$ cat src/design/csvfs_pkg.sv
// shared types and constants of the csv field splitter
package csvfs_pkg;

	localparam int unsigned MAX_FIELDS = 16;
	localparam int unsigned CNT_W      = 5;
	localparam logic [CNT_W-1:0] FIELD_CAP =
		CNT_W'((MAX_FIELDS > 16) ? 16 : MAX_FIELDS);
	localparam logic [CNT_W-1:0] MAX_FIELDS_RST = CNT_W'(3);

	localparam logic [7:0] CH_QUOTE = 8'h22;
	localparam logic [7:0] CH_COMMA = 8'h2C;
	localparam logic [7:0] CH_LF    = 8'h0A;
	localparam logic [7:0] CH_CR    = 8'h0D;

	typedef enum logic [1:0] {
		PH_START,
		PH_UNQUOTED,
		PH_QUOTED,
		PH_AFTER
	} phase_t;

	typedef struct packed {
		logic [3:0] field_no;
		logic [7:0] data_byte;
		logic       byte_valid;
		logic       field_end;
		logic       line_done;
		logic       last_of_run;
	} result_t;

	typedef struct packed {
		result_t    r0;
		logic [1:0] n;
		result_t    r1;
	} step_res_t;

endpackage

$ cat src/design/csvfs_char_if.sv
// byte channel: one line byte per beat
interface csvfs_char_if;
	import csvfs_pkg::*;
	logic       valid;
	logic       ready;
	logic [7:0] char_in;
	logic       line_last;

	modport source (output valid, output char_in, output line_last, input ready);
	modport sink   (input valid, input char_in, input line_last, output ready);
endinterface

$ cat src/design/csvfs_field_if.sv
// field channel: one field result per beat
interface csvfs_field_if;
	import csvfs_pkg::*;
	logic       valid;
	logic       ready;
	logic [3:0] field_no;
	logic [7:0] data_byte;
	logic       byte_valid;
	logic       field_end;
	logic       line_done;
	logic       last_of_run;

	modport source (output valid, output field_no, output data_byte,
		output byte_valid, output field_end, output line_done,
		output last_of_run, input ready);
	modport sink   (input valid, input field_no, input data_byte,
		input byte_valid, input field_end, input line_done,
		input last_of_run, output ready);
endinterface

$ cat src/design/csvfs_cfg_if.sv
// configuration write channel for the field limit
interface csvfs_cfg_if;
	import csvfs_pkg::*;
	logic             valid;
	logic             ready;
	logic [CNT_W-1:0] max_fields;

	modport source (output valid, output max_fields, input ready);
	modport sink   (input valid, input max_fields, output ready);
endinterface

$ cat src/design/csvfs_step.sv
// tokeniser state and per-byte step logic
module csvfs_step import csvfs_pkg::*; (
	input  logic             clk,
	input  logic             arst_n,
	input  logic             advance,
	input  logic [7:0]       c,
	input  logic             last,
	input  logic [CNT_W-1:0] limit,
	output step_res_t        res
);

	phase_t           phase_q, phase_d;
	logic [CNT_W-1:0] count_q, count_d;
	logic [7:0]       held_q, held_d;
	logic             held_v_q, held_v_d;

	function automatic result_t close_res(logic [3:0] idx, logic [7:0] hb, logic hv);
		result_t r;
		r = '0;
		r.field_no  = idx;
		r.field_end = 1'b1;
		if (hv && hb != CH_LF && hb != CH_CR) begin
			r.data_byte  = hb;
			r.byte_valid = 1'b1;
		end
		return r;
	endfunction

	logic             open_f;
	logic             do_close;
	logic             do_push;
	logic             first_v;
	logic             second_v;
	phase_t           ph1;
	logic [CNT_W-1:0] count1;
	logic [7:0]       held1;
	logic             held_v1;
	result_t          first_r;
	result_t          second_r;
	result_t          bare_r;

	always_comb begin
		open_f   = count_q < limit;
		do_close = 1'b0;
		do_push  = 1'b0;
		ph1      = phase_q;
		if (open_f) begin
			case (phase_q)
				PH_START, PH_AFTER: begin
					if (phase_q == PH_AFTER && c == CH_COMMA) begin
						ph1 = PH_START;
					end else if (c == CH_QUOTE) begin
						ph1 = PH_QUOTED;
					end else if (c == CH_COMMA) begin
						do_close = 1'b1;
						ph1      = PH_START;
					end else begin
						do_push = 1'b1;
						ph1     = PH_UNQUOTED;
					end
				end
				PH_UNQUOTED: begin
					if (c == CH_COMMA) begin
						do_close = 1'b1;
						ph1      = PH_START;
					end else begin
						do_push = 1'b1;
					end
				end
				default: begin
					if (c == CH_QUOTE) begin
						do_close = 1'b1;
						ph1      = PH_AFTER;
					end else begin
						do_push = 1'b1;
					end
				end
			endcase
		end

		// push emits the previously held byte
		first_r = '0;
		if (do_close) begin
			first_r = close_res(count_q[3:0], held_q, held_v_q);
		end else begin
			first_r.field_no   = count_q[3:0];
			first_r.data_byte  = held_q;
			first_r.byte_valid = 1'b1;
		end
		first_v = do_close || (do_push && held_v_q);

		count1  = do_close ? count_q + CNT_W'(1) : count_q;
		held1   = do_push ? c : (do_close ? 8'h00 : held_q);
		held_v1 = do_push ? 1'b1 : (do_close ? 1'b0 : held_v_q);

		// open field closes at the line end
		second_v = open_f && last && (ph1 == PH_UNQUOTED || ph1 == PH_QUOTED);
		second_r = close_res(count1[3:0], held1, held_v1);

		bare_r = '0;

		res = '0;
		if (first_v) begin
			res.r0 = first_r;
			if (second_v) begin
				res.r1 = second_r;
				res.n  = 2'd2;
			end else begin
				res.n = 2'd1;
			end
		end else if (second_v) begin
			res.r0 = second_r;
			res.n  = 2'd1;
		end else if (last) begin
			res.r0 = bare_r;
			res.n  = 2'd1;
		end
		if (res.n == 2'd2) begin
			res.r1.last_of_run = 1'b1;
			res.r1.line_done   = last;
		end else if (res.n == 2'd1) begin
			res.r0.last_of_run = 1'b1;
			res.r0.line_done   = last;
		end

		if (last) begin
			phase_d  = PH_START;
			count_d  = '0;
			held_d   = 8'h00;
			held_v_d = 1'b0;
		end else begin
			phase_d  = ph1;
			count_d  = count1;
			held_d   = held1;
			held_v_d = held_v1;
		end
	end

	always_ff @(posedge clk or negedge arst_n) begin
		if (!arst_n) begin
			phase_q  <= PH_START;
			count_q  <= '0;
			held_q   <= 8'h00;
			held_v_q <= 1'b0;
		end else if (advance) begin
			phase_q  <= phase_d;
			count_q  <= count_d;
			held_q   <= held_d;
			held_v_q <= held_v_d;
		end
	end

endmodule

$ cat src/design/csv_field_splitter.sv
// csv_field_splitter: a line enters one byte per beat on chars and is split
// at commas into fields, quoted fields running to their closing quote; each
// byte yields zero, one or two beats on fields, and a bare result marks a
// line end that closed nothing. A byte is taken every cycle as long as the
// results drain; a byte with two results holds back the next byte, as the
// two-entry result register hands out one beat a cycle while fields is
// ready. The field limit is written on cfg (reset value 3, capped at 16);
// the user must write it only while idle; the block does not enforce it.
module csv_field_splitter import csvfs_pkg::*; (
	input  logic                clk,
	input  logic                arst_n,
	csvfs_char_if.sink          chars,
	csvfs_field_if.source       fields,
	csvfs_cfg_if.sink           cfg
);

	logic [CNT_W-1:0] max_fields_q;
	logic [CNT_W-1:0] limit;

	logic             valid_s1;
	logic [7:0]       char_s1;
	logic             last_s1;

	result_t          slot0_q;
	result_t          slot1_q;
	logic [1:0]       cnt_q;

	step_res_t        res;
	logic             pop;
	logic             space;
	logic             fire;

	assign cfg.ready = 1'b1;
	always_ff @(posedge clk or negedge arst_n) begin
		if (!arst_n) begin
			max_fields_q <= MAX_FIELDS_RST;
		end else if (cfg.valid) begin
			max_fields_q <= cfg.max_fields;
		end
	end
	assign limit = (max_fields_q > FIELD_CAP) ? FIELD_CAP : max_fields_q;

	// input register
	assign chars.ready = !valid_s1 || fire;
	always_ff @(posedge clk or negedge arst_n) begin
		if (!arst_n) begin
			valid_s1 <= 1'b0;
		end else if (chars.ready) begin
			valid_s1 <= chars.valid;
		end
	end
	always_ff @(posedge clk) begin
		if (chars.valid && chars.ready) begin
			char_s1 <= chars.char_in;
			last_s1 <= chars.line_last;
		end
	end

	csvfs_step u_step (
		.clk     (clk),
		.arst_n  (arst_n),
		.advance (fire),
		.c       (char_s1),
		.last    (last_s1),
		.limit   (limit),
		.res     (res)
	);

	// result pair register, head beat in slot0
	assign pop   = fields.valid && fields.ready;
	assign space = (cnt_q == 2'd0) || (cnt_q == 2'd1 && pop);
	assign fire  = valid_s1 && (res.n == 2'd0 || space);

	always_ff @(posedge clk or negedge arst_n) begin
		if (!arst_n) begin
			cnt_q <= 2'd0;
		end else if (fire && res.n != 2'd0) begin
			cnt_q <= res.n;
		end else if (pop) begin
			cnt_q <= cnt_q - 2'd1;
		end
	end
	always_ff @(posedge clk) begin
		if (fire && res.n != 2'd0) begin
			slot0_q <= res.r0;
			slot1_q <= res.r1;
		end else if (pop) begin
			slot0_q <= slot1_q;
		end
	end

	assign fields.valid       = cnt_q != 2'd0;
	assign fields.field_no    = slot0_q.field_no;
	assign fields.data_byte   = slot0_q.data_byte;
	assign fields.byte_valid  = slot0_q.byte_valid;
	assign fields.field_end   = slot0_q.field_end;
	assign fields.line_done   = slot0_q.line_done;
	assign fields.last_of_run = slot0_q.last_of_run;

	a_cnt_range: assert property (@(posedge clk) disable iff (!arst_n)
		cnt_q != 2'd3)
		else $error("result pair count out of range");

	a_done_is_last: assert property (@(posedge clk) disable iff (!arst_n)
		fields.valid && fields.line_done |-> fields.last_of_run)
		else $error("line_done without last_of_run");

	a_pair_order: assert property (@(posedge clk) disable iff (!arst_n)
		fire && res.n == 2'd2 |=> fields.valid && !fields.last_of_run)
		else $error("first of two results marked last");

	a_no_overwrite: assert property (@(posedge clk) disable iff (!arst_n)
		fire && res.n != 2'd0 |-> cnt_q == 2'd0 || (cnt_q == 2'd1 && pop))
		else $error("result register overwritten");

endmodule
$ cat src/flat_wrapper.sv
// flat-port wrapper written by rule: the top's interface ports become plain ports
module csv_field_splitter_flat import csvfs_pkg::*;
  (clk, arst_n, chars_valid, chars_char_in, chars_line_last, chars_ready, fields_valid, fields_field_no, fields_data_byte, fields_byte_valid, fields_field_end, fields_line_done, fields_last_of_run, fields_ready, cfg_valid, cfg_max_fields, cfg_ready);
  csvfs_char_if chars_i ();
  csvfs_field_if fields_i ();
  csvfs_cfg_if cfg_i ();
  input  logic clk;
  input  logic arst_n;
  input wire logic [$bits(chars_i.valid)-1:0] chars_valid;
  input wire logic [$bits(chars_i.char_in)-1:0] chars_char_in;
  input wire logic [$bits(chars_i.line_last)-1:0] chars_line_last;
  output wire logic [$bits(chars_i.ready)-1:0] chars_ready;
  output wire logic [$bits(fields_i.valid)-1:0] fields_valid;
  output wire logic [$bits(fields_i.field_no)-1:0] fields_field_no;
  output wire logic [$bits(fields_i.data_byte)-1:0] fields_data_byte;
  output wire logic [$bits(fields_i.byte_valid)-1:0] fields_byte_valid;
  output wire logic [$bits(fields_i.field_end)-1:0] fields_field_end;
  output wire logic [$bits(fields_i.line_done)-1:0] fields_line_done;
  output wire logic [$bits(fields_i.last_of_run)-1:0] fields_last_of_run;
  input wire logic [$bits(fields_i.ready)-1:0] fields_ready;
  input wire logic [$bits(cfg_i.valid)-1:0] cfg_valid;
  input wire logic [$bits(cfg_i.max_fields)-1:0] cfg_max_fields;
  output wire logic [$bits(cfg_i.ready)-1:0] cfg_ready;
  assign chars_i.valid = chars_valid;
  assign chars_i.char_in = chars_char_in;
  assign chars_i.line_last = chars_line_last;
  assign chars_ready = chars_i.ready;
  assign fields_valid = fields_i.valid;
  assign fields_field_no = fields_i.field_no;
  assign fields_data_byte = fields_i.data_byte;
  assign fields_byte_valid = fields_i.byte_valid;
  assign fields_field_end = fields_i.field_end;
  assign fields_line_done = fields_i.line_done;
  assign fields_last_of_run = fields_i.last_of_run;
  assign fields_i.ready = fields_ready;
  assign cfg_i.valid = cfg_valid;
  assign cfg_i.max_fields = cfg_max_fields;
  assign cfg_ready = cfg_i.ready;
  csv_field_splitter u_core (.clk(clk), .arst_n(arst_n), .chars(chars_i), .fields(fields_i), .cfg(cfg_i));
endmodule
$ cat config.mk
export PLATFORM = sky130hd
export DESIGN_NAME = csv_field_splitter_flat
export DESIGN_NICKNAME = d
export VERILOG_FILES = /design/src/design/csvfs_pkg.sv /design/src/design/csvfs_char_if.sv /design/src/design/csvfs_field_if.sv /design/src/design/csvfs_cfg_if.sv /design/src/design/csvfs_step.sv /design/src/design/csv_field_splitter.sv /design/src/flat_wrapper.sv
export SDC_FILE = /design/constraint.sdc
export NUM_CORES = 1
export LEC_CHECK = 0
export ABC_AREA = 1
export BUFFER_PORTS_ARGS = -buffer_cell sky130_fd_sc_hd__buf_2
export CAP_MARGIN = 10
export CELL_PAD_IN_SITES_DETAIL_PLACEMENT = 1
export CELL_PAD_IN_SITES_GLOBAL_PLACEMENT = 1
export CORE_MARGIN = 2
export CORE_UTILIZATION = 47
export CTS_BUF_LIST = sky130_fd_sc_hd__clkbuf_8
export DETAILED_ROUTE_END_ITERATION = 10
export PLACE_DENSITY = 0.81
export REMOVE_ABC_BUFFERS = 1
export SETUP_SLACK_MARGIN = 0.4
export SKIP_CTS_REPAIR_TIMING = 1
export SYNTH_ARGS = -nofsm -noshare
export SYNTH_HDL_FRONTEND = slang
export SYNTH_SLANG_ARGS = --single-unit
$ cat constraint.sdc
create_clock -name clk -period 3.8 [get_ports clk]
set_input_delay 0.76 -clock clk [delete_from_list [all_inputs] [get_ports clk]]
set_output_delay 0.76 -clock clk [all_outputs]
set_load 0.05 [all_outputs]
=== Yosys cells after proc, flatten, opt, wreduce, memory -nomap -nowiden ===
Index checks and enable logic that the tools add are counted.

* Register bits after elaboration: 65
* Output and inout port bits: 19

* Add/sub/neg operators: 2
* $lt $le $gt $ge: 2
* Equal/unequal tests: 13
* Multiplexer cells: 46
* Reduce and logical (&&, ||, !) cells: 29

{| class="wikitable"
|+ Operators by type and width
! kind !! number
|-
| 18-bit two-way mux || 2
|-
| 16-bit two-way mux || 2
|-
| 8-bit by 4-bit != test with 1-bit output, second input constant || 4
|-
| 9-bit two-way mux || 3
|-
| 2-bit two-way mux || 13
|-
| 8-bit two-way mux || 3
|-
| 8-bit by 6-bit equality test with 1-bit output, second input constant || 2
|-
| 1-bit two-way mux || 15
|-
| 5-bit two-way mux || 3
|-
| 1-bit logical AND || 13
|-
| 2-bit by 1-bit equality test with 1-bit output, second input constant || 4
|-
| 2-bit nonzero test || 4
|-
| 2-bit equality test, second input constant || 3
|-
| 2-bit zero test || 3
|-
| 3-bit two-way mux || 2
|-
| 5-bit by 1-bit adder with 5-bit output, second input constant || 1
|-
| 5-bit greater-than comparator, second input constant || 1
|-
| 1-bit logical OR || 5
|-
| 5-bit less-than comparator || 1
|-
| 1-bit case mux with 2 select lines || 2
|-
| 2-bit case mux with 2 select lines || 1
|-
| 2-bit AND reduction || 2
|-
| 2-bit OR reduction || 1
|-
| 2-bit by 1-bit subtractor with 2-bit output, second input constant || 1
|-
| 1-bit zero test || 1
|}

=== Logic depth before layout (Yosys ltp) ===
* Word-level depth: 19
* Mapped depth: 20

=== By module ===
From an unflattened synthesis, not the netlist that was laid out.

* Cells, all modules: 416
* Area total of the unflattened synthesis: 3594.7 sq um

{| class="wikitable"
|+ By module, submodules not included
! module !! times used !! cells each !! area each (sq um) !! sequential area each (sq um)
|-
| csv_field_splitter || 1 || 156 || 1923.1 || 1433.9
|-
| csvfs_step || 1 || 260 || 1671.6 || 400.4
|}

=== Least setup slack after synthesis ===
No wires, ideal clock.

* Path kind: reg2out
* Start: register u_core.max_fields_q[0]
* End: output chars_ready
* Arrival time: 2.486 ns
* Data required time: 3.040 ns
* Slack: 0.554 ns
* Stages on the path, launching flop included: 14
* Path buffers: 0
* Cells stage by stage: dfstp_2 o41ai_1 nand2_1 ha_1 nand2_1 nand2_1 nand3_1 nand3_2 clkinv_2 nand3_4 o21ai_4 inv_4 nand2_8 nand3_1

* Cells in the longest elaborated chain, start to end: 13
* Elaborated cells between the ends (all ways): 20

{| class="wikitable"
|+ RTL lines
! element !! RTL line !! source
|-
| from (decl) || csv_field_splitter.sv:17 || <nowiki>logic [CNT_W-1:0] max_fields_q;</nowiki>
|-
| from (signal assigned) || csv_field_splitter.sv:38 || <nowiki>max_fields_q <= cfg.max_fields;</nowiki>
|-
| 5-bit greater-than comparator || csv_field_splitter.sv:41 || <nowiki>assign limit = (max_fields_q > FIELD_CAP) ? FIELD_CAP : max_fields_q;</nowiki>
|-
| 5-bit two-way mux * || csv_field_splitter.sv:41 ||
|-
| 5-bit less-than comparator * || csvfs_step.sv:43 || <nowiki>open_f = count_q < limit;</nowiki>
|-
| 2-bit two-way mux || csvfs_step.sv:47 || <nowiki>if (open_f) begin</nowiki>
|-
| 2-bit by 1-bit equality test with 1-bit output or 2-bit equality test (tied branches) || csvfs_step.sv:97 || <nowiki>second_v = open_f && last && (ph1 == PH_UNQUOTED || ph1 == PH_QUOTED);</nowiki>
|-
| 1-bit logical OR || csvfs_step.sv:97 ||
|-
| 1-bit logical AND || csvfs_step.sv:97 ||
|-
| 18-bit two-way mux or 2-bit two-way mux (tied branches) || csvfs_step.sv:111, csvfs_step.sv:105 ||
|-
| 18-bit two-way mux * || csvfs_step.sv:103 || <nowiki>if (first_v) begin</nowiki>
|-
| 2-bit zero test * || csv_field_splitter.sv:72 || <nowiki>assign fire = valid_s1 && (res.n == 2'd0 || space);</nowiki>
|-
| 1-bit logical OR * || csv_field_splitter.sv:72 ||
|-
| 1-bit logical AND * || csv_field_splitter.sv:72 ||
|-
| 1-bit logical OR * || csv_field_splitter.sv:44 || <nowiki>assign chars.ready = !valid_s1 || fire;</nowiki>
|-
| to (decl) || flat_wrapper.sv:12 || <nowiki>output wire logic [$bits(chars_i.ready)-1:0] chars_ready;</nowiki>
|}

Mark *: on every way between the ends. The rest lies on a longest branch, timed or not.

=== Worst setup path in the final report ===
Same ends and word-level chain as after synthesis.

==> impl_metrics.json <==
{
  "htree_levels": 3,
  "clk_latency_ns": 0.35,
  "cts_tree": "yes",
  "synthesis.instances": 388,
  "netlist_top_cells_area": "edfxtp_1 35%, dfrtp_1 16%, nand2_1 7.6%, inv_1 5.9%, nor2_1 5.3%",
  "dpl.hpwl_um": 6341,
  "synth.cell_area_um2": 3540,
  "clock_path_buffers": 2,
  "drtIter0Drc": 145,
  "dr.max_layer_used": "met4",
  "path_max_fanout": 5,
  "switching_share": 0.4504,
  "route.met3.wl_um": 304,
  "finalSetupViolCount": 0,
  "ant_nets": 0,
  "yosysUniqueCellTypes": 41,
  "worstSetupPathType": "reg -> out",
  "io_buffers": 36,
  "setup_slack_ns": 0.3563,
  "grt_max_degree": 25,
  "fp.dieW_um": 90.78,
  "firstDrtPassIters": 4,
  "cts_sinks": 65,
  "hp-class": "in -> async",
  "drc": 0,
  "ys_warn_count": 0,
  "coreArea_um2": 7292,
  "nNetsFinal": 471,
  "p_sw_uw": 1660,
  "yosys.area.top_type": "edfxtp_1",
  "maxCapViolations": 0,
  "final_hold_viol_count": 0,
  "cts_inserted_buffers": 9,
  "globalplace.congestion": 0.8250,
  "outcome": "finished clean",
  "drt_wl_total_um": 9395,
  "drv_slew": 0,
  "first_global_vias": 3048,
  "cp.required_ns": 3.04,
  "p_seq_frac": 0.320,
  "skew_ns": 0.01063,
  "fin_crit_ns": 3.444,
  "syn_area_per_cell_um2": 9.123,
  "power.leakage_uw": 0.001934,
  "grt_pass1_wl_um": 14520,
  "start_util": 0.4854,
  "power.density_nw_per_um2": 864.7,
  "die_y_um": 90.78,
  "critPathMaxStageDelay_ns": 0.39,
  "wl_per_cell_um": 17.21,
  "cp-start-kind": "register",
  "p_clk_frac": 0.202,
  "ioPinCount": 38,
  "drive_above_1_share": 0.2662,
  "worst_setup_path_end_kind": "primary output",
  "via_count": 2890,
  "dieArea_um2": 8241,
  "areaGrowthSynthToFinish_pct": 20.43,
  "wl_met2_um": 4842,
  "met1Wirelength_um": 4092,
  "grtUsageTotal": 0.2216,
  "worst_pin_slew_ns": 0.5842,
  "fin_crit_sh": 0.9062,
  "critical-path-slowest-cell": "dfstp_2",
  "viasPerCell": 5.293,
  "rsz0062_at_grt": "true",
  "grt_overflow": 0,
  "combPwrFrac": 0.478,
  "arrival_ns": 2.68,
  "clk_pin_slew_ns": 0.08,
  "crit_chain": "o41ai_4, nand2_1, ha_1, nand2_2, nor2_2, nand2_1, nand3_2, clkinv_4, nand3_4, o21ai_4, inv_4, nand2_8, nand3_4, buf_8",
  "clock.fmax_mhz": 290.4,
  "synth-seq-cells": 65,
  "totalPowerFinal_uw": 3686,
  "place_ws_ns": 0.2500,
  "slew_headroom": 0.6105,
  "antenna_found_initial": 0,
  "internal-power_uw": 2026,
  "antennaDiodeCount": 0,
  "std_cell_rows": 31,
  "clockRootBuffer": "clkbuf_8",
  "vdd_drop_max_mv": 0.2419,
  "yosysTopAreaCellShare": 0.3478,
  "seq_area_frac_synth": 0.5182
}
state kept, by name, summed over array words and instances (netlist names):
register and count:
u_core.fields.data_byte 8, u_core.cnt_q 2, u_core.fields.last_of_run 1, u_core.fields.field_end 1, u_core.u_step.held_q 8, u_core.u_step.held_v_q 1, u_core.fields.byte_valid 1, u_core.slot1_q 16
u_core.u_step.count_q 5, u_core.fields.field_no 4, u_core.valid_s1 1, u_core.last_s1 1, u_core.char_s1 8, u_core.fields.line_done 1, u_core.max_fields_q 5, u_core.u_step.phase_q 2
layout by cell type, fill, tap and decap left out, drive strengths merged, types with 12 or more instances in the layout:
| cell type | count |
|---|---|
| edfxtp | 41 |
| nor2 | 53 |
| nand2 | 81 |
| a21oi | 22 |
| buf | 51 |
| o21ai | 22 |
| dfrtp | 22 |
| o22ai | 12 |
| nand3 | 18 |
| inv | 64 |
metal layers:
layer | GRT usage | vias to the layer above
met5 | 0 | -
li1 | - | 1379
met3 | 0.03756 | 12
met4 | 0.07071 | 0
met1 | 0.2790 | 1435
met2 | 0.3887 | 64
cell usage after synthesis:
| cell | n |
|---|---|
| nand2_1 | 72 |
| inv_1 | 56 |
| nor2_1 | 50 |
| edfxtp_1 | 41 |
| dfrtp_1 | 22 |
| o21ai_0 | 19 |
| a21oi_1 | 18 |
| nand3_1 | 14 |
| o22ai_1 | 12 |
| ha_1 | 10 |
| nand4_1 | 8 |
| inv_2 | 6 |
| nand2_2 | 5 |
| a21oi_2 | 4 |
| buf_4 | 4 |
| mux2_2 | 4 |
| nor3_1 | 4 |
| xor2_1 | 4 |
| buf_6 | 3 |
| o21bai_1 | 3 |
| dfstp_2 | 2 |
| nand2_4 | 2 |
| nand2_8 | 2 |
| nand3_2 | 2 |
| nand3_4 | 2 |
| nor2_2 | 2 |
| o21ai_1 | 2 |
| or2_2 | 2 |
| a21boi_1 | 1 |
| a2bb2oi_2 | 1 |
| a31oi_1 | 1 |
| buf_2 | 1 |
| clkinv_1 | 1 |
| clkinv_2 | 1 |
| conb_1 | 1 |
| inv_4 | 1 |
| inv_6 | 1 |
| nor2_4 | 1 |
| nor4_1 | 1 |
| o21ai_4 | 1 |
| o41ai_1 | 1 |
through the flow:
stage / TNS, ns / instance area [µm²] / hold slack [ns] / util / std cells
2_1_floorplan: 0 / 3471 / 0.4644 / - / 380
3_3_place_gp: 0 / 3820 / 0.5038 / 0.5239 / 521
3_5_place_dp: 0 / 3820 / 0.5250 / 0.5239 / 521
4_1_cts: -0.1057 / 4073 / 0.4118 / 0.5585 / 537
5_1_grt: 0 / 4263 / 0.4345 / 0.5846 / 546
6_report: 0 / 4263 / 0.4064 / 0.5846 / 546
critical path, delay by kind of cell, from the launching register on:
kind	cells	cell delay, ns
simple gates	8	0.64
compound gates	2	0.60
flops	1	0.39
buf+inv	3	0.37
fa+ha+maj	1	0.32
cell families after synthesis:
kind of cell,Yosys count,share of synthesized area
flip-flops,65,0.5182
multiplexers,4,0.01272
buffers and inverters,74,0.09190
AND/OR/NAND/NOR,167,0.2230
AO/OA/AOI/OAI,63,0.1078
adder cells (fa/ha/maj),10,0.03535
other,1,0.001059
XOR/XNOR,4,0.009896
power by group through the flow:
| stage | registers (µW) | logic (µW) | clock network, µW |
|---|---|---|---|
| 3_5_place_dp | 1190 | 1600 | 0 |
| 3_3_place_gp | 1170 | 1540 | 0 |
| 4_1_cts | 1170 | 1620 | 745 |
| 6_report | 1180 | 1760 | 743 |
| 2_1_floorplan | 1490 | 864 | 0 |
| 5_1_grt | 1200 | 1920 | 778 |
worst paths after layout:
check	from	endpoint	slack, ns	depth (start not counted)
max in group asynchronous	arst_n	u_core.u_step.held_q[1]	3.00	1
max	u_core.max_fields_q[0]	chars_ready	0.36	14
max reg2reg	u_core.max_fields_q[0]	u_core.slot1_q[7]	0.48	17
min in group clk	u_core.slot1_q[12]	u_core.fields.field_no[0]	0.54	2
min reg2reg	u_core.slot1_q[12]	u_core.fields.field_no[0]	0.54	2
min	arst_n	u_core.valid_s1	0.41	1
layout make-up:
class / instances / area [µm²]
clock buffer: 10 / 137.6
clock inverter: 6 / 115.1
fill: 886 / 3029
inverter: 66 / 262.8
multi-input combinational: 249 / 1483
sequential: 65 / 1834
tap: 99 / 123.9
timing repair buffer: 51 / 306.5
Note: power is estimated with default switching activity, not from simulation.
